[config.mk]
export PLATFORM = sky130hd
export DESIGN_NAME = hmlt_front
export DESIGN_NICKNAME = d
export VERILOG_FILES = /design/src/design/hmlt_pkg.sv /design/src/design/hmlt_front.sv
export SDC_FILE = /design/constraint.sdc
export NUM_CORES = 2
export LEC_CHECK = 0
export BUFFER_PORTS_ARGS = -buffer_cell sky130_fd_sc_hd__buf_2
export CORE_MARGIN = 2
export CORE_UTILIZATION = 37
export DETAILED_ROUTE_END_ITERATION = 10
export HOLD_SLACK_MARGIN = 0.05
export PLACE_DENSITY = 0.55
export SLEW_MARGIN = 20
export SYNTH_ARGS = -nofsm -noshare
export SYNTH_HDL_FRONTEND = slang
export SYNTH_SLANG_ARGS = --single-unit
[constraint.sdc]
create_clock -name clk -period 15.4 [get_ports clk]
set_input_delay 3.08 -clock clk [delete_from_list [all_inputs] [get_ports clk]]
set_output_delay 3.08 -clock clk [all_outputs]
set_load 0.01 [all_outputs]
[src/design/hmlt_pkg.sv]
// hmlt_pkg: shared types, constants and the annex a limit tables for the
// level and tier search. no dependencies; used by every module of the block.
package hmlt_pkg;

  localparam int LEVEL_COUNT_DEF = 13;
  localparam int QUEUE_DEPTH     = 2;
  localparam int DIV_STEPS       = 64;

  localparam logic [10:0] NAL_FACTOR      = 11'd1100;
  localparam logic [12:0] CPB_SCALE       = 13'd8000;
  localparam logic [9:0]  BR_SCALE        = 10'd1000;
  localparam logic [4:0]  DPB_MIN         = 5'd6;
  localparam logic [4:0]  DPB_MAX         = 5'd16;
  localparam logic [25:0] MAX_PS_TOP      = 26'd35651584;
  localparam logic [31:0] MAX_SR_TOP      = 32'd4278190080;
  localparam logic [3:0]  FIRST_HIGH_TIER = 4'd5;
  localparam logic [32:0] SR_SATURATED    = 33'h1_0000_0000;

  typedef enum logic [2:0] {
    F_IDLE, F_MUL1, F_MUL2, F_DIV, F_PUSH
  } front_state_t;

  typedef enum logic [1:0] {
    B_IDLE, B_SEARCH, B_DONE
  } back_state_t;

  // classified stream description as it waits for the search
  typedef struct packed {
    logic [31:0] pic;
    logic [31:0] ww;
    logic [31:0] hh;
    logic [32:0] sr;
    logic [15:0] refs;
    logic [5:0]  tcols;
    logic [5:0]  trows;
    logic [15:0] slices;
    logic [34:0] buf_x;
    logic [31:0] kbps_x;
    logic [3:0]  lvl;
    logic        tier;
    logic        invalid;
  } job_t;

  typedef struct packed {
    logic push;
    job_t job;
  } front_out_t;

  typedef struct packed {
    logic avail;
    job_t job;
  } queue_head_t;

  function automatic logic [25:0] lim_max_ps(input logic [3:0] lvl);
    logic [25:0] v;
    case (lvl)
      4'd0:                   v = 26'd36864;
      4'd1:                   v = 26'd122880;
      4'd2:                   v = 26'd245760;
      4'd3:                   v = 26'd552960;
      4'd4:                   v = 26'd983040;
      4'd5, 4'd6:             v = 26'd2228224;
      4'd7, 4'd8, 4'd9:       v = 26'd8912896;
      default:                v = MAX_PS_TOP;
    endcase
    return v;
  endfunction

  function automatic logic [19:0] lim_cpb(input logic [3:0] lvl, input logic tier);
    logic [19:0] v;
    case (lvl)
      4'd0:    v = 20'd350;
      4'd1:    v = 20'd1500;
      4'd2:    v = 20'd3000;
      4'd3:    v = 20'd6000;
      4'd4:    v = 20'd10000;
      4'd5:    v = tier ? 20'd30000  : 20'd12000;
      4'd6:    v = tier ? 20'd50000  : 20'd20000;
      4'd7:    v = tier ? 20'd100000 : 20'd25000;
      4'd8:    v = tier ? 20'd160000 : 20'd40000;
      4'd9:    v = tier ? 20'd240000 : 20'd60000;
      4'd10:   v = tier ? 20'd240000 : 20'd60000;
      4'd11:   v = tier ? 20'd480000 : 20'd120000;
      default: v = tier ? 20'd800000 : 20'd240000;
    endcase
    return v;
  endfunction

  function automatic logic [19:0] lim_br(input logic [3:0] lvl, input logic tier);
    logic [19:0] v;
    case (lvl)
      4'd0:    v = 20'd128;
      4'd1:    v = 20'd1500;
      4'd2:    v = 20'd3000;
      4'd3:    v = 20'd6000;
      4'd4:    v = 20'd10000;
      4'd5:    v = tier ? 20'd30000  : 20'd12000;
      4'd6:    v = tier ? 20'd50000  : 20'd20000;
      4'd7:    v = tier ? 20'd100000 : 20'd25000;
      4'd8:    v = tier ? 20'd160000 : 20'd40000;
      4'd9:    v = tier ? 20'd240000 : 20'd60000;
      4'd10:   v = tier ? 20'd240000 : 20'd60000;
      4'd11:   v = tier ? 20'd480000 : 20'd120000;
      default: v = tier ? 20'd800000 : 20'd240000;
    endcase
    return v;
  endfunction

  function automatic logic [31:0] lim_sr(input logic [3:0] lvl);
    logic [31:0] v;
    case (lvl)
      4'd0:        v = 32'd552960;
      4'd1:        v = 32'd3686400;
      4'd2:        v = 32'd7372800;
      4'd3:        v = 32'd16588800;
      4'd4:        v = 32'd33177600;
      4'd5:        v = 32'd66846720;
      4'd6:        v = 32'd133693440;
      4'd7:        v = 32'd267386880;
      4'd8:        v = 32'd534773760;
      4'd9, 4'd10: v = 32'd1069547520;
      4'd11:       v = 32'd2139095040;
      default:     v = MAX_SR_TOP;
    endcase
    return v;
  endfunction

  function automatic logic [9:0] lim_slices(input logic [3:0] lvl);
    logic [9:0] v;
    case (lvl)
      4'd0, 4'd1:       v = 10'd16;
      4'd2:             v = 10'd20;
      4'd3:             v = 10'd30;
      4'd4:             v = 10'd40;
      4'd5, 4'd6:       v = 10'd75;
      4'd7, 4'd8, 4'd9: v = 10'd200;
      default:          v = 10'd600;
    endcase
    return v;
  endfunction

  function automatic logic [4:0] lim_tile_rows(input logic [3:0] lvl);
    logic [4:0] v;
    case (lvl)
      4'd0, 4'd1, 4'd2: v = 5'd1;
      4'd3:             v = 5'd2;
      4'd4:             v = 5'd3;
      4'd5, 4'd6:       v = 5'd5;
      4'd7, 4'd8, 4'd9: v = 5'd11;
      default:          v = 5'd22;
    endcase
    return v;
  endfunction

  function automatic logic [4:0] lim_tile_cols(input logic [3:0] lvl);
    logic [4:0] v;
    case (lvl)
      4'd0, 4'd1, 4'd2: v = 5'd1;
      4'd3:             v = 5'd2;
      4'd4:             v = 5'd3;
      4'd5, 4'd6:       v = 5'd5;
      4'd7, 4'd8, 4'd9: v = 5'd10;
      default:          v = 5'd20;
    endcase
    return v;
  endfunction

  // dpb size in pictures for a given picture size
  function automatic logic [4:0] dpb_limit(input logic [31:0] pic, input logic [25:0] max_ps);
    logic [27:0] three_q;
    logic [4:0]  v;
    three_q = {2'b00, max_ps} + {1'b0, max_ps, 1'b0};
    if (pic <= {8'd0, max_ps[25:2]})
      v = DPB_MAX;
    else if (pic <= {7'd0, max_ps[25:1]})
      v = 5'd12;
    else if (pic <= {6'd0, three_q[27:2]})
      v = 5'd8;
    else
      v = DPB_MIN;
    return v;
  endfunction

endpackage

[src/design/hmlt_front.sv]
// hmlt_front: accepts stream descriptions, forms the picture products and the
// ceiling luma sample rate with a bit-serial divider. depends on hmlt_pkg.
module hmlt_front
  import hmlt_pkg::*;
(
  input  logic        clk,
  input  logic        rst_n,
  input  logic        in_valid,
  output logic        in_stall,
  input  logic [31:0] in_frame_rate_num,
  input  logic [31:0] in_frame_rate_den,
  input  logic [15:0] in_pic_width,
  input  logic [15:0] in_pic_height,
  input  logic [15:0] in_min_refs,
  input  logic [5:0]  in_tile_cols,
  input  logic [5:0]  in_tile_rows,
  input  logic [15:0] in_slice_count,
  input  logic [21:0] in_buffer_kbytes,
  input  logic [21:0] in_peak_kbps,
  input  logic [3:0]  in_start_level_index,
  input  logic        in_start_tier,
  input  logic        q_full,
  output front_out_t  fo
);

  localparam int CntW = $clog2(DIV_STEPS);

  front_state_t state_r, state_nxt;

  logic [31:0] num_r, num_nxt, den_r, den_nxt;
  logic [15:0] w_r, w_nxt, h_r, h_nxt;
  logic [21:0] buf_r, buf_nxt, kbps_r, kbps_nxt;
  logic [31:0] pic_r, pic_nxt, ww_r, ww_nxt, hh_r, hh_nxt;
  logic [34:0] buf_x_r, buf_x_nxt;
  logic [31:0] kbps_x_r, kbps_x_nxt;
  logic [63:0] prod_r, prod_nxt;
  logic [31:0] rem_r, rem_nxt;
  logic [CntW-1:0] cnt_r, cnt_nxt;
  logic [15:0] refs_r, refs_nxt, slices_r, slices_nxt;
  logic [5:0]  tcols_r, tcols_nxt, trows_r, trows_nxt;
  logic [3:0]  lvl_r, lvl_nxt;
  logic        tier_r, tier_nxt, inv_r, inv_nxt;

  logic [32:0] rem_sh;
  logic        ge;
  logic [32:0] rem_diff;
  logic        round_up;
  logic [32:0] sr_sat;

  always_ff @(posedge clk) begin
    if (!rst_n) begin
      state_r <= F_IDLE;
    end else begin
      state_r <= state_nxt;
    end
  end

  always_ff @(posedge clk) begin
    num_r    <= num_nxt;
    den_r    <= den_nxt;
    w_r      <= w_nxt;
    h_r      <= h_nxt;
    buf_r    <= buf_nxt;
    kbps_r   <= kbps_nxt;
    pic_r    <= pic_nxt;
    ww_r     <= ww_nxt;
    hh_r     <= hh_nxt;
    buf_x_r  <= buf_x_nxt;
    kbps_x_r <= kbps_x_nxt;
    prod_r   <= prod_nxt;
    rem_r    <= rem_nxt;
    cnt_r    <= cnt_nxt;
    refs_r   <= refs_nxt;
    slices_r <= slices_nxt;
    tcols_r  <= tcols_nxt;
    trows_r  <= trows_nxt;
    lvl_r    <= lvl_nxt;
    tier_r   <= tier_nxt;
    inv_r    <= inv_nxt;
  end

  // one restoring division step per cycle; quotient bits shift into prod_r
  assign rem_sh   = {rem_r, prod_r[63]};
  assign ge       = rem_sh >= {1'b0, den_r};
  assign rem_diff = rem_sh - {1'b0, den_r};
  assign round_up = rem_r != 32'd0;
  assign sr_sat   = (prod_r[63:32] != 32'd0) ? SR_SATURATED
                                             : ({1'b0, prod_r[31:0]} + {32'd0, round_up});

  always_comb begin
    state_nxt  = state_r;
    num_nxt    = num_r;
    den_nxt    = den_r;
    w_nxt      = w_r;
    h_nxt      = h_r;
    buf_nxt    = buf_r;
    kbps_nxt   = kbps_r;
    pic_nxt    = pic_r;
    ww_nxt     = ww_r;
    hh_nxt     = hh_r;
    buf_x_nxt  = buf_x_r;
    kbps_x_nxt = kbps_x_r;
    prod_nxt   = prod_r;
    rem_nxt    = rem_r;
    cnt_nxt    = cnt_r;
    refs_nxt   = refs_r;
    slices_nxt = slices_r;
    tcols_nxt  = tcols_r;
    trows_nxt  = trows_r;
    lvl_nxt    = lvl_r;
    tier_nxt   = tier_r;
    inv_nxt    = inv_r;
    in_stall   = 1'b1;
    fo.push    = 1'b0;

    case (state_r)
      F_IDLE: begin
        in_stall = 1'b0;
        if (in_valid) begin
          num_nxt    = in_frame_rate_num;
          den_nxt    = in_frame_rate_den;
          w_nxt      = in_pic_width;
          h_nxt      = in_pic_height;
          buf_nxt    = in_buffer_kbytes;
          kbps_nxt   = in_peak_kbps;
          refs_nxt   = in_min_refs;
          slices_nxt = in_slice_count;
          tcols_nxt  = in_tile_cols;
          trows_nxt  = in_tile_rows;
          lvl_nxt    = in_start_level_index;
          tier_nxt   = in_start_tier;
          inv_nxt    = (in_frame_rate_num == 32'd0) || (in_frame_rate_den == 32'd0);
          state_nxt  = inv_nxt ? F_PUSH : F_MUL1;
        end
      end
      F_MUL1: begin
        pic_nxt    = w_r * h_r;
        ww_nxt     = w_r * w_r;
        hh_nxt     = h_r * h_r;
        buf_x_nxt  = buf_r * CPB_SCALE;
        kbps_x_nxt = kbps_r * BR_SCALE;
        state_nxt  = F_MUL2;
      end
      F_MUL2: begin
        prod_nxt  = pic_r * num_r;
        rem_nxt   = 32'd0;
        cnt_nxt   = '0;
        state_nxt = F_DIV;
      end
      F_DIV: begin
        rem_nxt  = ge ? rem_diff[31:0] : rem_sh[31:0];
        prod_nxt = {prod_r[62:0], ge};
        cnt_nxt  = cnt_r + 1'b1;
        if (cnt_r == CntW'(DIV_STEPS - 1)) begin
          state_nxt = F_PUSH;
        end
      end
      F_PUSH: begin
        if (!q_full) begin
          fo.push   = 1'b1;
          state_nxt = F_IDLE;
        end
      end
      default: begin
        state_nxt = F_IDLE;
      end
    endcase
  end

  assign fo.job.pic     = pic_r;
  assign fo.job.ww      = ww_r;
  assign fo.job.hh      = hh_r;
  assign fo.job.sr      = sr_sat;
  assign fo.job.refs    = refs_r;
  assign fo.job.tcols   = tcols_r;
  assign fo.job.trows   = trows_r;
  assign fo.job.slices  = slices_r;
  assign fo.job.buf_x   = buf_x_r;
  assign fo.job.kbps_x  = kbps_x_r;
  assign fo.job.lvl     = lvl_r;
  assign fo.job.tier    = tier_r;
  assign fo.job.invalid = inv_r;

endmodule

==> run metrics <==
Final Slew Violations 0; die area 220,000 um2; reg2reg start num_r[4]; Syn Inst Count 8,103; Max-Cap Viols 0; global-route wire length before repair 351,000 um; Std-Cell Rows 170; pre-CTS setup slack 6.75 ns; asr flop ratio synth 0; DPL Wire Length 165,000 um; dominant synthesized flop cell edfxtp_1; DP Area 85,300 um2; fin cells 11,300; area occupied by multi-input gates 58,600 um2; Post-route DRC 0; commonest non-fill, non-tap cell in the layout inv_1; Fin. Hold Viols 0; DRT iter0 DRCs 3,050; CTS root buffer clkbuf_16; required time of the critical path 15.81 ns; Cells after DPL 11,100; Avg WL per Cell 19.5 um; sequential area share after synthesis 0.167; final setup fails 0; setup ws final 6.91 ns; routed via count about 56,000; H-tree depth reported by CTS 2; synth unique cells 75; DRT Pass-1 Iters 5; antenna violations before repair 10; Critical Path Sink Type flop; startpoint of the worst hold path prod_r[49]; period utilization 0.551; Port Buffers around 430; clock transition at the registers of the reported paths 0.06 ns; Die Ht 469 um; total setup buffers inserted after CTS 0; EDFF count, synth between 400 and 500; fmax 118 MHz; worst min-delay path class flop to flop; total length of routed wires 219,000 um; Slew @ Worst Pin 1.14 ns; register area 13,400 um2; Layout area overhead 9.10%; core area 215,000 um2; CP arrival just under 9 ns; worst relative slew slack 0.240; pin count of the biggest net entering global routing around 110; Worst Setup Start Kind flop; post-route cell area slightly below 90,000 um2; top-level I/O count 441; Setup TNS 0 ns; CTS sink count 447; Nets between 10,000 and 15,000; Total GRT Usage 0.203; Synth Register Bits 447; starting density of the core 0.373; mean area per synthesized cell 9.89 um2; fillers 21,100; commonest non-fill, non-tap cells in the layout 1,799 x inv_1, 1,575 x fa_1, 842 x nand2_1, 777 x and2_1, 732 x ha_1; outcome finished clean; grt ovf 0; unrepaired setup endpoints after global routing no; CP Class flop to flop; share of layout cells above drive strength 1 0.0807; die width 469 um; Skew-Pair Late Insertion Delay 0.73 ns; highest net fanout along the worst path 20; # resized after CTS 0; cts bufs inserted 60; crit path from num_r[4]; hold buffers post-CTS 0; CTS tree yes; Final Critical Period between 8 and 9 ns; Synth Warn # 0; gpl congestion 0.876; Mapped Area 80,100 um2; drt via density approximately 5.0; Routed Antenna Nets 0; Max Root-Sink Buffers 3; Clock Skew around 0.057 ns; vias in the first global route 61,600
==> cell families after synthesis <==
group                      Yosys count  synth area share
other                                1         0.0000468
muxes                               31           0.00390
adders and majority gates         2307             0.508
buffers and inverters             2154             0.102
AOI/OAI and AO/OA                  679            0.0531
xor gates and xnor gates           258            0.0282
and+or+nand+nor                   2226             0.138
DFF                                447             0.167
==> path summary, 6_finish.rpt <==
kind | endpoint | cells past startpoint | slack, ns
hold reg to reg | prod_r[50] | 2 | 0.57
setup reg to reg | prod_r[61] | 26 | 6.91
setup / recovery | prod_r[61] | 26 | 6.91
hold / removal | prod_r[50] | 2 | 0.57
==> sequential cells by signal, indices dropped and copies added (netlist names), 16 cells and up <==
name / cells
prod_r: 64
den_r: 32
num_r: 32
pic_r: 32
rem_r: 32
hh_r: 31
ww_r: 31
buf_x_r: 29
kbps_x_r: 29
buf_r: 22
kbps_r: 22
h_r: 16
refs_r: 16
slices_r: 16
w_r: 16
==> layout make-up <==
cell class	count	area share
repair buffers	536	0.0341
diodes	7	0.000200
multi-input cells	5512	0.671
clock buffers	71	0.0179
well taps	2838	0.0406
flip-flops and latches	447	0.153
clock inverters	42	0.00580
inverters	1809	0.0777
==> cell usage after synthesis, drive strengths merged (3+ instances only) <==
cell	number	area, um2
a2111oi	4	35.0
a211o	10	87.6
a211oi	19	143
a21boi	11	82.6
a21o	103	773
a21oi	248	1240
a221o	3	30.0
a221oi	7	61.3
a31o	4	35.0
a31oi	23	171
a41oi	3	26.3
and2	778	4870
and3	28	180
and4	9	78.8
buf	21	180
clkbuf	324	1220
clkinv	8	30.0
dfxtp	3	60.1
edfxtp	444	13300
fa	1575	31500
ha	732	9160
inv	1801	6760
mux2i	29	290
nand2	842	3160
nand2b	26	163
nand3	51	255
nand4	41	257
nor2	302	1130
nor2b	41	257
nor3	22	110
nor4	37	231
o2111a	3	33.8
o211ai	13	103
o21a	23	173
o21ai	124	621
o21ba	3	30.0
o21bai	43	323
o22ai	4	25.0
o31a	5	43.8
o31ai	13	97.6
or2	22	138
or3	19	119
xnor2	170	1490
xor2	88	771
==> metrics by stage <==
stage                     hold WS, ns   util
final                           0.573  0.407
after global routing            0.601  0.407
after CTS                       0.568  0.407
after detailed placement        0.554  0.397
after global placement          0.540  0.397
after floorplan                 0.510      -
==> routing by layer <==
metal,share of wire,up-vias,GRT usage
met4,0.032,6,0.0579
met3,0.055,319,0.0292
met5,0.00019,-,0
li1,-,25200,-
met1,0.42,28800,0.261
met2,0.50,1455,0.354
==> worst max-delay path, stage by stage (launching register included) <==
cell and delay, ns:
edfxtp_1 0.63, buf_8 0.26, and2_1 0.17, fa_1 0.48, inv_1 0.05, fa_1 0.51
fa_1 0.45, fa_1 0.55, inv_1 0.05, fa_1 0.50, inv_1 0.06, fa_1 0.53
inv_1 0.05, fa_1 0.50, fa_1 0.44, ha_1 0.41, a21oi_1 0.24, o21ai_0 0.16
a21oi_1 0.22, o2111ai_1 0.12, o21ai_1 0.63, nand3_1 0.29, a21o_1 0.25, a31oi_1 0.26
o21ai_0 0.14, xnor2_1 0.15, o21ai_0 0.09
Power is left out: the tool's default activity adds up to more than one toggle a clock period on the data nets, which glitch-free logic cannot reach.
