File: src/design/hmlt_pkg.sv
// hmlt_pkg: shared types, constants and the annex a limit tables for the
// level and tier search. no dependencies; used by every module of the block.
package hmlt_pkg;

  localparam int LEVEL_COUNT_DEF = 13;
  localparam int QUEUE_DEPTH     = 2;
  localparam int DIV_STEPS       = 64;

  localparam logic [10:0] NAL_FACTOR      = 11'd1100;
  localparam logic [12:0] CPB_SCALE       = 13'd8000;
  localparam logic [9:0]  BR_SCALE        = 10'd1000;
  localparam logic [4:0]  DPB_MIN         = 5'd6;
  localparam logic [4:0]  DPB_MAX         = 5'd16;
  localparam logic [25:0] MAX_PS_TOP      = 26'd35651584;
  localparam logic [31:0] MAX_SR_TOP      = 32'd4278190080;
  localparam logic [3:0]  FIRST_HIGH_TIER = 4'd5;
  localparam logic [32:0] SR_SATURATED    = 33'h1_0000_0000;

  typedef enum logic [2:0] {
    F_IDLE, F_MUL1, F_MUL2, F_DIV, F_PUSH
  } front_state_t;

  typedef enum logic [1:0] {
    B_IDLE, B_SEARCH, B_DONE
  } back_state_t;

  // classified stream description as it waits for the search
  typedef struct packed {
    logic [31:0] pic;
    logic [31:0] ww;
    logic [31:0] hh;
    logic [32:0] sr;
    logic [15:0] refs;
    logic [5:0]  tcols;
    logic [5:0]  trows;
    logic [15:0] slices;
    logic [34:0] buf_x;
    logic [31:0] kbps_x;
    logic [3:0]  lvl;
    logic        tier;
    logic        invalid;
  } job_t;

  typedef struct packed {
    logic push;
    job_t job;
  } front_out_t;

  typedef struct packed {
    logic avail;
    job_t job;
  } queue_head_t;

  function automatic logic [25:0] lim_max_ps(input logic [3:0] lvl);
    logic [25:0] v;
    case (lvl)
      4'd0:                   v = 26'd36864;
      4'd1:                   v = 26'd122880;
      4'd2:                   v = 26'd245760;
      4'd3:                   v = 26'd552960;
      4'd4:                   v = 26'd983040;
      4'd5, 4'd6:             v = 26'd2228224;
      4'd7, 4'd8, 4'd9:       v = 26'd8912896;
      default:                v = MAX_PS_TOP;
    endcase
    return v;
  endfunction

  function automatic logic [19:0] lim_cpb(input logic [3:0] lvl, input logic tier);
    logic [19:0] v;
    case (lvl)
      4'd0:    v = 20'd350;
      4'd1:    v = 20'd1500;
      4'd2:    v = 20'd3000;
      4'd3:    v = 20'd6000;
      4'd4:    v = 20'd10000;
      4'd5:    v = tier ? 20'd30000  : 20'd12000;
      4'd6:    v = tier ? 20'd50000  : 20'd20000;
      4'd7:    v = tier ? 20'd100000 : 20'd25000;
      4'd8:    v = tier ? 20'd160000 : 20'd40000;
      4'd9:    v = tier ? 20'd240000 : 20'd60000;
      4'd10:   v = tier ? 20'd240000 : 20'd60000;
      4'd11:   v = tier ? 20'd480000 : 20'd120000;
      default: v = tier ? 20'd800000 : 20'd240000;
    endcase
    return v;
  endfunction

  function automatic logic [19:0] lim_br(input logic [3:0] lvl, input logic tier);
    logic [19:0] v;
    case (lvl)
      4'd0:    v = 20'd128;
      4'd1:    v = 20'd1500;
      4'd2:    v = 20'd3000;
      4'd3:    v = 20'd6000;
      4'd4:    v = 20'd10000;
      4'd5:    v = tier ? 20'd30000  : 20'd12000;
      4'd6:    v = tier ? 20'd50000  : 20'd20000;
      4'd7:    v = tier ? 20'd100000 : 20'd25000;
      4'd8:    v = tier ? 20'd160000 : 20'd40000;
      4'd9:    v = tier ? 20'd240000 : 20'd60000;
      4'd10:   v = tier ? 20'd240000 : 20'd60000;
      4'd11:   v = tier ? 20'd480000 : 20'd120000;
      default: v = tier ? 20'd800000 : 20'd240000;
    endcase
    return v;
  endfunction

  function automatic logic [31:0] lim_sr(input logic [3:0] lvl);
    logic [31:0] v;
    case (lvl)
      4'd0:        v = 32'd552960;
      4'd1:        v = 32'd3686400;
      4'd2:        v = 32'd7372800;
      4'd3:        v = 32'd16588800;
      4'd4:        v = 32'd33177600;
      4'd5:        v = 32'd66846720;
      4'd6:        v = 32'd133693440;
      4'd7:        v = 32'd267386880;
      4'd8:        v = 32'd534773760;
      4'd9, 4'd10: v = 32'd1069547520;
      4'd11:       v = 32'd2139095040;
      default:     v = MAX_SR_TOP;
    endcase
    return v;
  endfunction

  function automatic logic [9:0] lim_slices(input logic [3:0] lvl);
    logic [9:0] v;
    case (lvl)
      4'd0, 4'd1:       v = 10'd16;
      4'd2:             v = 10'd20;
      4'd3:             v = 10'd30;
      4'd4:             v = 10'd40;
      4'd5, 4'd6:       v = 10'd75;
      4'd7, 4'd8, 4'd9: v = 10'd200;
      default:          v = 10'd600;
    endcase
    return v;
  endfunction

  function automatic logic [4:0] lim_tile_rows(input logic [3:0] lvl);
    logic [4:0] v;
    case (lvl)
      4'd0, 4'd1, 4'd2: v = 5'd1;
      4'd3:             v = 5'd2;
      4'd4:             v = 5'd3;
      4'd5, 4'd6:       v = 5'd5;
      4'd7, 4'd8, 4'd9: v = 5'd11;
      default:          v = 5'd22;
    endcase
    return v;
  endfunction

  function automatic logic [4:0] lim_tile_cols(input logic [3:0] lvl);
    logic [4:0] v;
    case (lvl)
      4'd0, 4'd1, 4'd2: v = 5'd1;
      4'd3:             v = 5'd2;
      4'd4:             v = 5'd3;
      4'd5, 4'd6:       v = 5'd5;
      4'd7, 4'd8, 4'd9: v = 5'd10;
      default:          v = 5'd20;
    endcase
    return v;
  endfunction

  // dpb size in pictures for a given picture size
  function automatic logic [4:0] dpb_limit(input logic [31:0] pic, input logic [25:0] max_ps);
    logic [27:0] three_q;
    logic [4:0]  v;
    three_q = {2'b00, max_ps} + {1'b0, max_ps, 1'b0};
    if (pic <= {8'd0, max_ps[25:2]})
      v = DPB_MAX;
    else if (pic <= {7'd0, max_ps[25:1]})
      v = 5'd12;
    else if (pic <= {6'd0, three_q[27:2]})
      v = 5'd8;
    else
      v = DPB_MIN;
    return v;
  endfunction

endpackage

File: src/design/hmlt_queue.sv
// hmlt_queue: short queue of classified jobs between the front end and the
// search engine. depends on hmlt_pkg.
module hmlt_queue
  import hmlt_pkg::*;
(
  input  logic        clk,
  input  logic        rst_n,
  input  front_out_t  fo,
  input  logic        pop,
  output logic        q_full,
  output queue_head_t head
);

  localparam int PtrW = (QUEUE_DEPTH > 1) ? $clog2(QUEUE_DEPTH) : 1;
  localparam int CntW = $clog2(QUEUE_DEPTH + 1);

  job_t            mem_r [QUEUE_DEPTH];
  logic [PtrW-1:0] wr_r, wr_nxt, rd_r, rd_nxt;
  logic [CntW-1:0] cnt_r, cnt_nxt;
  logic            do_push, do_pop;

  assign q_full     = cnt_r == CntW'(QUEUE_DEPTH);
  assign head.avail = cnt_r != '0;
  assign head.job   = mem_r[rd_r];
  assign do_push    = fo.push && !q_full;
  assign do_pop     = pop && head.avail;

  always_comb begin
    wr_nxt  = wr_r;
    rd_nxt  = rd_r;
    cnt_nxt = cnt_r;
    if (do_push) begin
      wr_nxt = (wr_r == PtrW'(QUEUE_DEPTH - 1)) ? '0 : wr_r + 1'b1;
    end
    if (do_pop) begin
      rd_nxt = (rd_r == PtrW'(QUEUE_DEPTH - 1)) ? '0 : rd_r + 1'b1;
    end
    case ({do_push, do_pop})
      2'b10:   cnt_nxt = cnt_r + 1'b1;
      2'b01:   cnt_nxt = cnt_r - 1'b1;
      default: cnt_nxt = cnt_r;
    endcase
  end

  always_ff @(posedge clk) begin
    if (!rst_n) begin
      wr_r  <= '0;
      rd_r  <= '0;
      cnt_r <= '0;
    end else begin
      wr_r  <= wr_nxt;
      rd_r  <= rd_nxt;
      cnt_r <= cnt_nxt;
    end
  end

  always_ff @(posedge clk) begin
    if (do_push) begin
      mem_r[wr_r] <= fo.job;
    end
  end

  a_no_overflow: assert property (@(posedge clk) disable iff (!rst_n)
    cnt_r <= CntW'(QUEUE_DEPTH))
    else $error("queue fill count beyond depth");

  a_push_not_full: assert property (@(posedge clk) disable iff (!rst_n)
    fo.push |-> !q_full)
    else $error("front end pushed into a full queue");

  a_pop_count: assert property (@(posedge clk) disable iff (!rst_n)
    (pop && head.avail && !fo.push) |=> cnt_r == $past(cnt_r) - 1'b1)
    else $error("pop did not lower the fill count");

endmodule

File: config.mk
export PLATFORM = sky130hd
export DESIGN_NAME = hmlt_queue
export DESIGN_NICKNAME = d
export VERILOG_FILES = /design/src/design/hmlt_pkg.sv /design/src/design/hmlt_queue.sv
export SDC_FILE = /design/constraint.sdc
export NUM_CORES = 1
export LEC_CHECK = 0
export BUFFER_PORTS_ARGS = -buffer_cell sky130_fd_sc_hd__buf_2
export CAP_MARGIN = 20
export CORE_MARGIN = 2
export CORE_UTILIZATION = 40
export DETAILED_ROUTE_END_ITERATION = 7
export PLACE_DENSITY = 0.72
export SLEW_MARGIN = 20
export SYNTH_ARGS = -nofsm -noshare
export SYNTH_HDL_FRONTEND = slang
export SYNTH_SLANG_ARGS = --single-unit
File: constraint.sdc
create_clock -name clk -period 18.3 [get_ports clk]
set_input_delay 4.575 -clock clk [delete_from_list [all_inputs] [get_ports clk]]
set_output_delay 4.575 -clock clk [all_outputs]
set_load 0.03 [all_outputs]
==> results of run 1 <==
-- worst max path at each step --
| stage | start | to | slack [ns] | cells after the start |
|---|---|---|---|---|
| global route | flip-flop | head[106] | 9.89 | 4 |
| finish | flip-flop | head[144] | 10.14 | 4 |
| CTS | flip-flop | head[36] | 10.04 | 4 |
| floorplan | fo[246] | mem_r[1][0] | 7.43 | 1 |
| global placement | fo[246] | mem_r[0][108] | 10.25 | 6 |
| detailed placement | fo[246] | mem_r[0][142] | 10.23 | 6 |
-- critical path: cells and delay by family, from the launching register on --
kind | cells | cell delay (ns)
buffers and inverters | 3 | 1.70
DFF | 1 | 0.75
muxes | 1 | 0.43
-- final cells by class --
class | count | area (um^2) | area share
Clock buffer | 64 | 1300 | 0.0576
Timing Repair Buffer | 505 | 2550 | 0.113
Antenna cell | 6 | 15.0 | 0.000664
Tap cell | 592 | 741 | 0.0328
Multi-Input combinational cell | 264 | 2900 | 0.128
Inverter | 3 | 18.8 | 0.000830
Clock inverter | 23 | 211 | 0.00935
Sequential cell | 497 | 14900 | 0.658
-- sequential cells by signal, summed over array words and instances, names as in the netlist, named ones only --
signal and count:
wr_r 1, rd_r 1, mem_r 492, cnt_r 2
-- cells in the final DEF (no fill, tap or decap), drive strengths merged --
| cell | count |
|---|---|
| clkbuf | 64 |
| o21ai | 2 |
| dfxtp | 5 |
| o21a | 1 |
| bufinv | 4 |
| nand2 | 1 |
| and2 | 1 |
| buf | 505 |
| clkinv | 17 |
| clkinvlp | 1 |
| or3 | 2 |
| and3 | 1 |
| or2 | 1 |
| edfxtp | 492 |
| inv | 4 |
| a21boi | 2 |
| nor2b | 2 |
| xnor2 | 3 |
| mux2 | 246 |
| nand2b | 1 |
| ha | 1 |
| diode | 6 |
-- routing by layer --
| metal | global-route usage | up-vias |
|---|---|---|
| met5 | 0 | - |
| met4 | 0.0529 | 10 |
| met3 | 0.0598 | 69 |
| met2 | 0.263 | 396 |
| met1 | 0.179 | 4577 |
| li1 | - | 4235 |
-- per-stage QoR --
step                cells  cell area (um^2)  hold WS [ns]  total power, mW
floorplan             791             17900         0.457             2.32
finish               1954             22600         0.506             3.50
CTS                  1948             22600         0.500             3.55
detailed placement   1861             21100         0.486             2.60
global route         1954             22600         0.530             3.64
global placement     1861             21100         0.477             2.58
-- logic make-up after synthesis --
group,Yosys count,share of synthesized area
muxes,246,0.155
AOI/OAI and AO/OA,5,0.00181
and+or+nand+nor,9,0.00314
buffers and inverters,30,0.00872
DFF,497,0.830
xor gates and xnor gates,3,0.00147
adders and majority gates,1,0.000698
-- power groups by stage --
stage | combinational [mW] | sequential, mW | clock [mW]
after floorplan | 0.795 | 1.52 | 0
after global placement | 1.08 | 1.50 | 0
after detailed placement | 1.09 | 1.51 | 0
after CTS | 1.09 | 1.49 | 0.972
after global routing | 1.13 | 1.50 | 1.01
final | 1.07 | 1.48 | 0.943
==> results_dict.tcl, run 1 <==
set metrics [dict create \
    fin_crit_sh 0.446 \
    ios 498 \
    synth_edf_count 492 \
    yosysMostFrequentCell "edfxtp_1" \
    clock_sinks 497 \
    synth_cells 791 \
    ys_async_sr_fraction 0 \
    comb_power_share 0.307 \
    grt_setup_unrepaired "false" \
    htreeDepth 2 \
    antenna_found_initial 11 \
    utilization 0.511 \
    hold_class "flip-flop to flip-flop" \
    p_per_area_nw_per_um2 155 \
    finalSetupViolCount 0 \
    drive_gt1_frac 0.605 \
    start_util 0.405 \
    synth_top_cell_area_share 0.824 \
    setup_ws_ns 10.14 \
    tritoncts "done" \
    crit_top_cell "buf_4" \
    worst_pin_slew_ns 1.10 \
    endpoint_kind "output pin" \
    grt_max_degree 111 \
    max_freq_ghz 0.123 \
    vias 9287 \
    fin_tns_setup_ns 0 \
    holdPathStages 2 \
    clkLatencyLatePin_ns 0.56 \
    synth_area_um2 17900 \
    die_h_um 216 \
    hpwlAfterDp_um 24800 \
    path_class "flip-flop to output pin" \
    dr_wl_met3_um 3400 \
    required_ns 13.73 \
    grt_pass1_wl_um 55000 \
    whs_endpoint "wr_r" \
    cts_resized 0 \
    die_area_um2 46500 \
    p_clk_frac 0.269 \
    post_cts_buffers 0 \
    drc 0 \
    post-synth-top-area-cell "edfxtp_1" \
    worstPathArrival_ns 3.59 \
    critPathLaunchType "flip-flop" \
    path_cells "buf_4 > buf_4 > mux2_2 > buf_2" \
    slew_headroom 0.270 \
    reg2reg_slack_ns 14.40 \
    crit_path_top_delay_cell "buf_4" \
    dpl_worst_slack_ns 10.23 \
    wl_um 37100 \
    finClkSkew_ns 0.0111 \
    clk_pin_slew_ns 0.06 \
    worstRegToRegCells 6 \
    max_cap_violations 0 \
    rr_endpoint "mem_r[0][164]" \
    synth_fp_nets 1042 \
    slowest_delay_ns 0.85 \
    p_switching_mw 1.15 \
    dr_wl_met2_um 18600 \
    drtPass1Iterations 4 \
    num_rows 77 \
    irDropWorstVdd_v 0.000105 \
    r2r_start "cnt_r[0]" \
    status "complete, no violations" \
    drtIter0Drc 605 \
    ys_top_cells_by_area "edfxtp_1, mux2_2, buf_2" \
    slew_violations 0 \
    intPower_mw 2.35 \
    swShare 0.329 \
    root_buffer "clkbuf_16" \
    synth_top_flop_cell "edfxtp_1" \
    die-width_um 216 \
    hold_violations 0 \
    finalCriticalPeriod_ns 8.16 \
    via_per_inst 4.75 \
    synth-seq-area-share 0.830 \
    top_layer "met5" \
    grt_overflow 0 \
    design.core.area_um2 44200 \
    hp-start "wr_r" \
    port_buffers 497 \
    cts_buffers 49 \
    fill_cells 3555 \
    p_leak_nw 8.34 \
    avgSynthCellArea_um2 22.7 \
    grt_use_total 0.155 \
    synth_seq_cells 497 \
    cp_max_fo 74 \
    place_congestion 0.782 \
    clockBufferDepth 3 \
    synth_common_cells "edfxtp_1, mux2_2, buf_2" \
    final_nets 1571 \
    wirelength_met1_um 14100 \
    area_growth_pct 26.1 \
    wl_per_cell_um 19.0 \
    synth_cell_types 19 \
    cts_hold_buf 0 \
    ant_nets 0 \
    grt_pass1_vias 9719 \
    yosysWarnings 0 \
    seqPwrFrac 0.424 \
]
(Power assumes the default switching activity.)
==> run 2, diff against run 1 <==
clock period = 8.1 ns   (was 18.3 ns; I/O delays follow)
==> run 2 against run 1 <==
Net effect: global-route usage rose by 0.47 points; flip-flop and latch count unchanged; sequential power up 130%; clock skew up 0.0037 ns; core utilization is 0.21 points higher; total power grew 130%; critical endpoint is now head[232]; largest cell class unchanged.
==> results_dict.tcl, run 2 (synthesized netlist as in run 1, its figures left out) <==
set metrics [dict create \
    layout_commonest_cell "buf_2" \
    status "complete, no violations" \
    largest_reg_flops 492 \
    grt_max_degree 158 \
    clock_sinks 497 \
    grt_pass1_vias 9880 \
    clockBufferDepth 3 \
    hold_class "flip-flop to flip-flop" \
    hold_violations 0 \
    hpwlAfterDp_um 25300 \
    start_util 0.405 \
    drtIter0Drc 611 \
    finClkSkew_ns 0.0148 \
    slew_headroom 0.310 \
    die_area_um2 46500 \
    place_congestion 0.829 \
    fin_tns_setup_ns 0 \
    clkLatencyLatePin_ns 0.58 \
    root_buffer "clkbuf_16" \
    drive_gt1_frac 0.609 \
    regMostFlops "mem_r" \
    wl_um 38500 \
    reg.largest.list "mem_r x492, cnt_r x2" \
    critPathLaunchType "flip-flop" \
    area_growth_pct 26.7 \
    ant_nets 0 \
    required_ns 6.08 \
    irDropWorstVdd_v 0.000254 \
    p_per_area_nw_per_um2 354 \
    num_rows 77 \
    grt_pass1_wl_um 56800 \
    final_nets 1568 \
    grt_use_total 0.159 \
    seqCellArea_um2 14900 \
    final_cell_mix "buf_2, edfxtp_1, mux2_2, clkbuf_16, clkbuf_1" \
    cts_hold_buf 0 \
    max_cap_violations 0 \
    finalSetupViolCount 0 \
    vias 9365 \
    via_per_inst 4.79 \
    finalCriticalPeriod_ns 4.77 \
    crit_family "buffers and inverters" \
    grt_setup_unrepaired "false" \
    tritoncts "done" \
    grt_overflow 0 \
    antenna_found_initial 7 \
    fill_cells 3544 \
    p_leak_nw 8.38 \
    cp_max_fo 157 \
    cts_buffers 49 \
    die-width_um 216 \
    ios 498 \
    clk_pin_slew_ns 0.06 \
    multi_input_area_um2 2900 \
    drtPass1Iterations 4 \
    utilization 0.514 \
    cts_resized 0 \
    htreeDepth 2 \
    crit_buf_inv 2 \
    worst_pin_slew_ns 1.03 \
    design.core.area_um2 44200 \
    slew_violations 0 \
    endpoint_kind "output pin" \
    worstPathArrival_ns 2.75 \
    post_cts_buffers 0 \
    path_class "flip-flop to output pin" \
    max_freq_ghz 0.210 \
    wl_per_cell_um 19.7 \
    crit_path_top_delay_cell "dfxtp_4" \
    die_h_um 216 \
    path_cells "buf_12 > mux2_2 > buf_2" \
    port_buffers 497 \
    slowest_delay_ns 0.72 \
    fin_crit_sh 0.589 \
    drc 0 \
]
==> run 2: changes by cell type in the layout (fill, tap and decap cells not counted), moves of 2 or more <==
| cell | before | now |
|---|---|---|
| buf_4 | 8 | 2 |
| buf_12 | 0 | 3 |
| clkinv_1 | 10 | 7 |
| clkinv_2 | 7 | 10 |
| clkbuf_16 | 49 | 51 |
==> run 2: worst paths after layout <==
| check | from | endpoint | slack (ns) | cells past startpoint |
|---|---|---|---|---|
| worst min-delay path | wr_r | wr_r | 0.52 | 2 |
| worst min register to register | wr_r | wr_r | 0.52 | 2 |
| worst max register to register | cnt_r[0] | mem_r[0][135] | 5.29 | 5 |
| worst max-delay path | flip-flop | head[232] | 3.33 | 3 |
==> run 2: power breakdown <==
part / total [mW] / internal, mW / switching (mW)
registers: 3.35 / 3.25 / 0.106
clock network: 2.23 / 1.31 / 0.924
logic: 2.45 / 0.814 / 1.64
==> run 2: worst register-to-register path: cells and delay by family (launching register included) <==
kind	cells	cell delay (ns)
buf+inv	3	1.20
simple gates	2	0.62
flops	1	0.41
==> run 2: cell type report <==
cell class / instances / share of cell area
Antenna cell: 5 / 0.000551
Tap cell: 592 / 0.0326
Timing Repair Buffer: 502 / 0.113
Clock inverter: 25 / 0.0102
Clock buffer: 66 / 0.0600
Inverter: 3 / 0.000826
Sequential cell: 497 / 0.655
Multi-Input combinational cell: 264 / 0.128
==> run 2: stage by stage <==
stage | setup slack (ns) | power (mW) | hold slack [ns] | cells | area [um^2]
6_report | 3.33 | 8.04 | 0.517 | 1954 | 22700
5_1_grt | 3.14 | 8.34 | 0.545 | 1952 | 22700
4_1_cts | 3.25 | 8.13 | 0.509 | 1949 | 22700
3_5_place_dp | 3.66 | 5.88 | 0.499 | 1858 | 21100
3_3_place_gp | 3.69 | 5.85 | 0.479 | 1858 | 21100
2_1_floorplan | 0.331 | 5.22 | 0.457 | 791 | 17900
==> run 2: metal layers <==
metal,vias up,GRT usage,routed length (um)
met2,395,0.266,19000
met3,74,0.0613,3830
met1,4653,0.189,14600
met4,6,0.0531,1060
li1,4237,-,-
met5,-,0,39
