$ cat config.mk
export PLATFORM = sky130hd
export DESIGN_NAME = hmlt_back
export DESIGN_NICKNAME = d
export VERILOG_FILES = /design/src/design/hmlt_pkg.sv /design/src/design/hmlt_back.sv
export SDC_FILE = /design/constraint.sdc
export NUM_CORES = 1
export LEC_CHECK = 0
export ABC_CLOCK_PERIOD_IN_PS = 28500
export BUFFER_PORTS_ARGS = -buffer_cell sky130_fd_sc_hd__buf_4
export CELL_PAD_IN_SITES_DETAIL_PLACEMENT = 2
export CELL_PAD_IN_SITES_GLOBAL_PLACEMENT = 2
export CORE_AREA = 3 3 169 295
export CTS_CLUSTER_DIAMETER = 50
export DETAILED_ROUTE_END_ITERATION = 8
export DIE_AREA = 0 0 172 298
export PLACE_DENSITY_LB_ADDON = 0.3
export SLEW_MARGIN = 20
export SYNTH_ARGS = -nofsm -noshare
export SYNTH_HDL_FRONTEND = slang
export SYNTH_SLANG_ARGS = --single-unit
$ cat constraint.sdc
create_clock -name clk -period 28.5 [get_ports clk]
set_input_delay 2.85 -clock clk [delete_from_list [all_inputs] [get_ports clk]]
set_output_delay 2.85 -clock clk [all_outputs]
set_load 0.03 [all_outputs]
$ cat src/design/hmlt_pkg.sv
// hmlt_pkg: shared types, constants and the annex a limit tables for the
// level and tier search. no dependencies; used by every module of the block.
package hmlt_pkg;

  localparam int LEVEL_COUNT_DEF = 13;
  localparam int QUEUE_DEPTH     = 2;
  localparam int DIV_STEPS       = 64;

  localparam logic [10:0] NAL_FACTOR      = 11'd1100;
  localparam logic [12:0] CPB_SCALE       = 13'd8000;
  localparam logic [9:0]  BR_SCALE        = 10'd1000;
  localparam logic [4:0]  DPB_MIN         = 5'd6;
  localparam logic [4:0]  DPB_MAX         = 5'd16;
  localparam logic [25:0] MAX_PS_TOP      = 26'd35651584;
  localparam logic [31:0] MAX_SR_TOP      = 32'd4278190080;
  localparam logic [3:0]  FIRST_HIGH_TIER = 4'd5;
  localparam logic [32:0] SR_SATURATED    = 33'h1_0000_0000;

  typedef enum logic [2:0] {
    F_IDLE, F_MUL1, F_MUL2, F_DIV, F_PUSH
  } front_state_t;

  typedef enum logic [1:0] {
    B_IDLE, B_SEARCH, B_DONE
  } back_state_t;

  // classified stream description as it waits for the search
  typedef struct packed {
    logic [31:0] pic;
    logic [31:0] ww;
    logic [31:0] hh;
    logic [32:0] sr;
    logic [15:0] refs;
    logic [5:0]  tcols;
    logic [5:0]  trows;
    logic [15:0] slices;
    logic [34:0] buf_x;
    logic [31:0] kbps_x;
    logic [3:0]  lvl;
    logic        tier;
    logic        invalid;
  } job_t;

  typedef struct packed {
    logic push;
    job_t job;
  } front_out_t;

  typedef struct packed {
    logic avail;
    job_t job;
  } queue_head_t;

  function automatic logic [25:0] lim_max_ps(input logic [3:0] lvl);
    logic [25:0] v;
    case (lvl)
      4'd0:                   v = 26'd36864;
      4'd1:                   v = 26'd122880;
      4'd2:                   v = 26'd245760;
      4'd3:                   v = 26'd552960;
      4'd4:                   v = 26'd983040;
      4'd5, 4'd6:             v = 26'd2228224;
      4'd7, 4'd8, 4'd9:       v = 26'd8912896;
      default:                v = MAX_PS_TOP;
    endcase
    return v;
  endfunction

  function automatic logic [19:0] lim_cpb(input logic [3:0] lvl, input logic tier);
    logic [19:0] v;
    case (lvl)
      4'd0:    v = 20'd350;
      4'd1:    v = 20'd1500;
      4'd2:    v = 20'd3000;
      4'd3:    v = 20'd6000;
      4'd4:    v = 20'd10000;
      4'd5:    v = tier ? 20'd30000  : 20'd12000;
      4'd6:    v = tier ? 20'd50000  : 20'd20000;
      4'd7:    v = tier ? 20'd100000 : 20'd25000;
      4'd8:    v = tier ? 20'd160000 : 20'd40000;
      4'd9:    v = tier ? 20'd240000 : 20'd60000;
      4'd10:   v = tier ? 20'd240000 : 20'd60000;
      4'd11:   v = tier ? 20'd480000 : 20'd120000;
      default: v = tier ? 20'd800000 : 20'd240000;
    endcase
    return v;
  endfunction

  function automatic logic [19:0] lim_br(input logic [3:0] lvl, input logic tier);
    logic [19:0] v;
    case (lvl)
      4'd0:    v = 20'd128;
      4'd1:    v = 20'd1500;
      4'd2:    v = 20'd3000;
      4'd3:    v = 20'd6000;
      4'd4:    v = 20'd10000;
      4'd5:    v = tier ? 20'd30000  : 20'd12000;
      4'd6:    v = tier ? 20'd50000  : 20'd20000;
      4'd7:    v = tier ? 20'd100000 : 20'd25000;
      4'd8:    v = tier ? 20'd160000 : 20'd40000;
      4'd9:    v = tier ? 20'd240000 : 20'd60000;
      4'd10:   v = tier ? 20'd240000 : 20'd60000;
      4'd11:   v = tier ? 20'd480000 : 20'd120000;
      default: v = tier ? 20'd800000 : 20'd240000;
    endcase
    return v;
  endfunction

  function automatic logic [31:0] lim_sr(input logic [3:0] lvl);
    logic [31:0] v;
    case (lvl)
      4'd0:        v = 32'd552960;
      4'd1:        v = 32'd3686400;
      4'd2:        v = 32'd7372800;
      4'd3:        v = 32'd16588800;
      4'd4:        v = 32'd33177600;
      4'd5:        v = 32'd66846720;
      4'd6:        v = 32'd133693440;
      4'd7:        v = 32'd267386880;
      4'd8:        v = 32'd534773760;
      4'd9, 4'd10: v = 32'd1069547520;
      4'd11:       v = 32'd2139095040;
      default:     v = MAX_SR_TOP;
    endcase
    return v;
  endfunction

  function automatic logic [9:0] lim_slices(input logic [3:0] lvl);
    logic [9:0] v;
    case (lvl)
      4'd0, 4'd1:       v = 10'd16;
      4'd2:             v = 10'd20;
      4'd3:             v = 10'd30;
      4'd4:             v = 10'd40;
      4'd5, 4'd6:       v = 10'd75;
      4'd7, 4'd8, 4'd9: v = 10'd200;
      default:          v = 10'd600;
    endcase
    return v;
  endfunction

  function automatic logic [4:0] lim_tile_rows(input logic [3:0] lvl);
    logic [4:0] v;
    case (lvl)
      4'd0, 4'd1, 4'd2: v = 5'd1;
      4'd3:             v = 5'd2;
      4'd4:             v = 5'd3;
      4'd5, 4'd6:       v = 5'd5;
      4'd7, 4'd8, 4'd9: v = 5'd11;
      default:          v = 5'd22;
    endcase
    return v;
  endfunction

  function automatic logic [4:0] lim_tile_cols(input logic [3:0] lvl);
    logic [4:0] v;
    case (lvl)
      4'd0, 4'd1, 4'd2: v = 5'd1;
      4'd3:             v = 5'd2;
      4'd4:             v = 5'd3;
      4'd5, 4'd6:       v = 5'd5;
      4'd7, 4'd8, 4'd9: v = 5'd10;
      default:          v = 5'd20;
    endcase
    return v;
  endfunction

  // dpb size in pictures for a given picture size
  function automatic logic [4:0] dpb_limit(input logic [31:0] pic, input logic [25:0] max_ps);
    logic [27:0] three_q;
    logic [4:0]  v;
    three_q = {2'b00, max_ps} + {1'b0, max_ps, 1'b0};
    if (pic <= {8'd0, max_ps[25:2]})
      v = DPB_MAX;
    else if (pic <= {7'd0, max_ps[25:1]})
      v = 5'd12;
    else if (pic <= {6'd0, three_q[27:2]})
      v = 5'd8;
    else
      v = DPB_MIN;
    return v;
  endfunction

endpackage

$ cat src/design/hmlt_back.sv
// hmlt_back: walks the level and tier tables one step per cycle for the job
// at the queue head and holds the result in the output register. depends on hmlt_pkg.
module hmlt_back
  import hmlt_pkg::*;
#(
  parameter int LEVEL_COUNT = LEVEL_COUNT_DEF
) (
  input  logic        clk,
  input  logic        rst_n,
  input  queue_head_t head,
  output logic        pop,
  output logic        out_valid,
  input  logic        out_stall,
  output logic [3:0]  out_level_index,
  output logic        out_high_tier,
  output logic        out_rate_invalid
);

  localparam logic [3:0] LvlTop = 4'(LEVEL_COUNT - 1);

  back_state_t state_r, state_nxt;
  job_t        job_r, job_nxt;
  logic [3:0]  lvl_r, lvl_nxt;
  logic        tier_r, tier_nxt;
  logic [3:0]  res_lvl_r, res_lvl_nxt;
  logic        res_tier_r, res_tier_nxt, res_inv_r, res_inv_nxt;
  logic        ov_r, ov_nxt;
  logic [3:0]  olvl_r, olvl_nxt;
  logic        otier_r, otier_nxt, oinv_r, oinv_nxt;

  logic [25:0] max_ps;
  logic [31:0] max_ps8;
  logic [29:0] cpb_nal, br_nal;
  logic        next_tier, max_tier, next_level, go;
  logic [3:0]  step_lvl;
  logic        step_tier;

  // one search step on the current level and tier
  always_comb begin
    max_ps   = lim_max_ps(lvl_r);
    max_ps8  = {3'b000, max_ps, 3'b000};
    cpb_nal  = {10'd0, lim_cpb(lvl_r, tier_r)} * {19'd0, NAL_FACTOR};
    br_nal   = {10'd0, lim_br(lvl_r, tier_r)} * {19'd0, NAL_FACTOR};

    next_tier = (job_r.buf_x > {5'd0, cpb_nal})
             || (job_r.sr > {1'b0, lim_sr(lvl_r)})
             || (job_r.kbps_x > {2'b00, br_nal});
    max_tier  = next_tier && (tier_r || (lvl_r < FIRST_HIGH_TIER));

    next_level = (job_r.pic > {6'd0, max_ps})
              || (job_r.ww > max_ps8)
              || (job_r.hh > max_ps8)
              || (job_r.refs >= {11'd0, dpb_limit(job_r.pic, max_ps)})
              || (job_r.tcols > {1'b0, lim_tile_cols(lvl_r)})
              || (job_r.trows > {1'b0, lim_tile_rows(lvl_r)})
              || (job_r.slices > {6'd0, lim_slices(lvl_r)})
              || max_tier;

    if (max_tier) begin
      step_tier = 1'b0;
    end else if (next_tier && !next_level) begin
      step_tier = 1'b1;
    end else begin
      step_tier = tier_r;
    end
    step_lvl = lvl_r + {3'd0, next_level};
    go       = (step_lvl <= LvlTop) && (next_tier || next_level);
  end

  always_comb begin
    state_nxt    = state_r;
    job_nxt      = job_r;
    lvl_nxt      = lvl_r;
    tier_nxt     = tier_r;
    res_lvl_nxt  = res_lvl_r;
    res_tier_nxt = res_tier_r;
    res_inv_nxt  = res_inv_r;
    ov_nxt       = ov_r && out_stall;
    olvl_nxt     = olvl_r;
    otier_nxt    = otier_r;
    oinv_nxt     = oinv_r;
    pop          = 1'b0;

    case (state_r)
      B_IDLE: begin
        if (head.avail) begin
          pop      = 1'b1;
          job_nxt  = head.job;
          lvl_nxt  = (head.job.lvl > LvlTop) ? LvlTop : head.job.lvl;
          tier_nxt = head.job.tier;
          if (head.job.invalid) begin
            res_lvl_nxt  = 4'd0;
            res_tier_nxt = 1'b0;
            res_inv_nxt  = 1'b1;
            state_nxt    = B_DONE;
          end else begin
            state_nxt = B_SEARCH;
          end
        end
      end
      B_SEARCH: begin
        lvl_nxt  = step_lvl;
        tier_nxt = step_tier;
        if (!go) begin
          // search finished, or ran past the last level: clamp
          res_lvl_nxt  = (step_lvl > LvlTop) ? LvlTop : step_lvl;
          res_tier_nxt = step_tier;
          res_inv_nxt  = 1'b0;
          state_nxt    = B_DONE;
        end
      end
      B_DONE: begin
        if (!ov_r || !out_stall) begin
          ov_nxt    = 1'b1;
          olvl_nxt  = res_lvl_r;
          otier_nxt = res_tier_r;
          oinv_nxt  = res_inv_r;
          state_nxt = B_IDLE;
        end
      end
      default: begin
        state_nxt = B_IDLE;
      end
    endcase
  end

  always_ff @(posedge clk) begin
    if (!rst_n) begin
      state_r <= B_IDLE;
      ov_r    <= 1'b0;
    end else begin
      state_r <= state_nxt;
      ov_r    <= ov_nxt;
    end
  end

  always_ff @(posedge clk) begin
    job_r      <= job_nxt;
    lvl_r      <= lvl_nxt;
    tier_r     <= tier_nxt;
    res_lvl_r  <= res_lvl_nxt;
    res_tier_r <= res_tier_nxt;
    res_inv_r  <= res_inv_nxt;
    olvl_r     <= olvl_nxt;
    otier_r    <= otier_nxt;
    oinv_r     <= oinv_nxt;
  end

  assign out_valid        = ov_r;
  assign out_level_index  = olvl_r;
  assign out_high_tier    = otier_r;
  assign out_rate_invalid = oinv_r;

  a_invalid_zero: assert property (@(posedge clk) disable iff (!rst_n)
    (ov_r && oinv_r) |-> (olvl_r == 4'd0 && !otier_r))
    else $error("invalid result carries a level or tier");

  a_level_clamped: assert property (@(posedge clk) disable iff (!rst_n)
    ov_r |-> olvl_r <= LvlTop)
    else $error("result level beyond last level");

  a_search_in_range: assert property (@(posedge clk) disable iff (!rst_n)
    (state_r == B_SEARCH) |-> lvl_r <= LvlTop)
    else $error("search stepped on a level past the table");

  a_pop_only_idle: assert property (@(posedge clk) disable iff (!rst_n)
    pop |-> (state_r == B_IDLE && head.avail))
    else $error("queue popped outside idle");

endmodule

==> results_dict.tcl <==
set metrics [dict create \
    status "finished clean" \
    routed_wire_length_per_instance_um 23.1 \
    synth_top_cells_by_area "sky130_fd_sc_hd__edfxtp_1 (42%), sky130_fd_sc_hd__ha_1 (21%), sky130_fd_sc_hd__fa_1 (5.3%), sky130_fd_sc_hd__dfxtp_1 (4.4%), sky130_fd_sc_hd__inv_1 (4.3%)" \
    vias_in_the_first_global_route 15800 \
    cts.repair.resized 0 \
    final_period_minus_worst_setup_slack_ps 11830 \
    power.net_switching_uw 1130 \
    rsz0062_at_grt "no" \
    cp_num_buf_inv 5 \
    avgViaCountPerCell 5.40 \
    power_leakage_uw 0.0100 \
    synth_nets 2215 \
    post-route-drc-count 0 \
    design_power_total_uw 2560 \
    global_route.usage.total_pct 22.3 \
    synth.top_cells.by_count "sky130_fd_sc_hd__ha_1 (307), sky130_fd_sc_hd__edfxtp_1 (257), sky130_fd_sc_hd__inv_1 (212), sky130_fd_sc_hd__nor2_1 (85), sky130_fd_sc_hd__nand2_1 (81)" \
    report.final.hold_viol_count 0 \
    async_flop_share_pct 0 \
    seq_power_share_pct 21.8 \
    yosysSeqAreaShare_pct 46.0 \
    worst_ir_drop_vdd_mv 0.0631 \
    max-clock-path-buffers 3 \
    portbufs 257 \
    yosysMostFrequentCell "sky130_fd_sc_hd__ha_1" \
    comb_power_share_pct 61.0 \
    cts_root_buffer "sky130_fd_sc_hd__clkbuf_16" \
    ys_seq_elements 298 \
    setup.worst_path.class "reg2reg" \
    fin_crit_sh_pct 41.5 \
    pwr_density_nw_per_um2 115 \
    synth.top_cell.area_share_pct 41.6 \
    cell_internal_pwr_uw 1430 \
    dieWidth_um 172 \
    fill_cells 4872 \
    clkSlewWorstSetupHoldPaths_ps 60 \
    maxCapViolations 0 \
    clkPwrFrac_pct 17.2 \
    grt-ovfl-total 0 \
    initial_core_util_pct 38.9 \
    via_total_after_detailed_routing 13500 \
    postRouteWirelength_um 57800 \
    start_kind "flop" \
    ys_dominant_reg_cell "sky130_fd_sc_hd__edfxtp_1" \
    final_net_count 2491 \
    area_delta_synth_final_pct 20.3 \
    critPathLaunch "lvl_r[3]" \
    grt_first_pass_wirelength_um 87100 \
    cts.hold.buffers_added 0 \
    class_of_the_worst_hold_path "reg2reg" \
    htree_num_levels 2 \
    critPathMaxStageDelay_ps 870 \
    edff_count_synth 257 \
    area_used_by_multi_input_combinational_logic_um2 9130 \
    fp.dieArea_um2 51300 \
    critical_path_arrival_ps 12230 \
    syn-instance-count 1609 \
    finalInstanceArea_um2 22300 \
    placed_cell_area_um2 21200 \
    clock_sinks 298 \
    swShare_pct 44.3 \
    drt-pass1-iter-count 4 \
    final-seq-area_um2 8540 \
    data_required_time_of_the_critical_path_ps 28900 \
    detail_route.iter0.violations 610 \
    synth_area_um2 18600 \
    tritoncts "done" \
    finalMaxSlewViolations 0 \
    crit_path_end_kind "flop" \
    max_slew.worst_pin.slew_ps 1030 \
    place_inst 2443 \
    timing.fmax_mhz 84.5 \
    post-cts-setup-buffer-count 0 \
    critical-path-top-delay-family "compound AO/OA/AOI/OAI gates" \
    detail-route-antenna-nets 0 \
    clk_latency_ps 540 \
    timing.max_slew.rel_slack_pct 29.4 \
    final_layout_size_suffix_gt1_share_pct 17.6 \
    cts_inserted_buffers 34 \
    syn-mean-instance-area_um2 11.5 \
    regToRegStartpoint "lvl_r[3]" \
    worst_path_max_delay_cell "sky130_fd_sc_hd__edfxtp_1" \
    non_filler_instance_count_after_layout 2504 \
    rows 106 \
    ios 258 \
    setup-tns-final_ps 0 \
    most_frequent_cp_cell "sky130_fd_sc_hd__ha_1" \
    globalplace.congestion 0.915 \
    die_y_um 298 \
    synth_cell_types 74 \
    min-delay-start "res_tier_r" \
    crit_path_max_fanout 24 \
    grt_max_degree 150 \
    synthDominantAreaCellType "sky130_fd_sc_hd__edfxtp_1" \
    fin_worst_skew_ps 31.9 \
    report.final.setup_viol 0 \
    grt_antenna_before_repair 2 \
    place.detailed.hpwl_um 47400 \
    yosys_warnings 0 \
    core_region_area_um2 47700 \
]
-- through the flow --
stage	setup WS (ps)	hold WS (ps)	util, %
after floorplan	3040	400	-
after global placement	17220	417	44.4
after detailed placement	16800	407	44.4
after CTS	16650	424	46.7
after global routing	15850	426	46.8
final	16670	431	46.8
-- sequential cells by signal (all words and copies together) (netlist names), named ones only --
register and count:
lvl_r 4, res_lvl_r 4, max_ps 11, out_high_tier 1
res_tier_r 1, out_level_index 4, job_r 240, out_rate_invalid 1
state_r 2, res_inv_r 1, out_valid 1, tier_r 1
-- final timing paths --
check	slack [ps]	depth (start not counted)	end
min reg2reg	430	0	out_high_tier
max	16670	39	max_ps[19]
max reg2reg	16670	39	max_ps[19]
min	430	0	out_high_tier
-- placed cells by master (no fill, tap or decap), types with 5 or more instances in the layout --
cell                        count
sky130_fd_sc_hd__o21ai_0       68
sky130_fd_sc_hd__nor4_1        21
sky130_fd_sc_hd__nand2b_1      14
sky130_fd_sc_hd__inv_1        212
sky130_fd_sc_hd__nand3_1       31
sky130_fd_sc_hd__clkbuf_16     34
sky130_fd_sc_hd__a211oi_1      13
sky130_fd_sc_hd__a21o_1        42
sky130_fd_sc_hd__nor2_1        85
sky130_fd_sc_hd__o22ai_1        6
sky130_fd_sc_hd__xor2_1        27
sky130_fd_sc_hd__xnor2_1       23
sky130_fd_sc_hd__a31oi_1        7
sky130_fd_sc_hd__nor3_1        28
sky130_fd_sc_hd__a211o_1        7
sky130_fd_sc_hd__ha_1         307
sky130_fd_sc_hd__a21oi_1       79
sky130_fd_sc_hd__edfxtp_1     257
sky130_fd_sc_hd__or3_1          6
sky130_fd_sc_hd__and3_1         9
sky130_fd_sc_hd__and4_1         7
sky130_fd_sc_hd__nand2_1       81
sky130_fd_sc_hd__nor2b_1       20
sky130_fd_sc_hd__nand4_1       27
sky130_fd_sc_hd__o31ai_1        9
sky130_fd_sc_hd__o21a_1        26
sky130_fd_sc_hd__clkinv_1       5
sky130_fd_sc_hd__fa_1          49
sky130_fd_sc_hd__clkbuf_8       6
sky130_fd_sc_hd__buf_4        260
sky130_fd_sc_hd__dfxtp_1       41
-- worst reg2reg max path: cells and delay by family (launching register included) --
family / cells / cell delay (ps)
mux: 1 / 800
fa+ha+maj: 7 / 2590
simple gates: 10 / 2430
xor+xnor: 2 / 590
buf+inv: 5 / 980
flops: 1 / 870
compound gates: 14 / 3460
-- routing by layer --
layer | up-vias | wire length [um] | global-route usage, %
met4 | 2 | 3320 | 11.2
li1 | 6385 | - | -
met5 | - | 16 | 0
met2 | 311 | 33000 | 44.6
met1 | 6703 | 18800 | 20.8
met3 | 128 | 2590 | 3.92
-- logic make-up (layout without fill, tap and decap cells) --
kind of cell | count (synthesis) | count (layout) | share of synthesized area (%)
AO/OA/AOI/OAI | 307 | 307 | 10.8
adder cells (fa/ha/maj) | 356 | 356 | 26.0
flip-flops | 298 | 298 | 46.0
XOR/XNOR | 50 | 50 | 2.36
buffers and inverters | 238 | 538 | 4.83
other | 0 | 1 | 0
AND/OR/NAND/NOR | 357 | 357 | 9.84
multiplexers | 3 | 3 | 0.189
-- power by group through the flow --
stage / Sequential [uW] / Combinational, uW / Clock (uW)
5_1_grt: 564 / 1790 / 473
3_3_place_gp: 566 / 1480 / 0
2_1_floorplan: 571 / 1100 / 0
6_report: 559 / 1560 / 440
3_5_place_dp: 569 / 1580 / 0
4_1_cts: 561 / 1600 / 456
-- area by class of cell --
class	count	area share, %
inverters	216	3.63
diodes	1	0.0112
clock buffers	44	4.25
repair buffers	262	8.88
flip-flops and latches	298	38.2
multi-input cells	1073	40.9
well taps	594	3.33
clock inverters	16	0.762
Power figures use the tool's default switching activity.
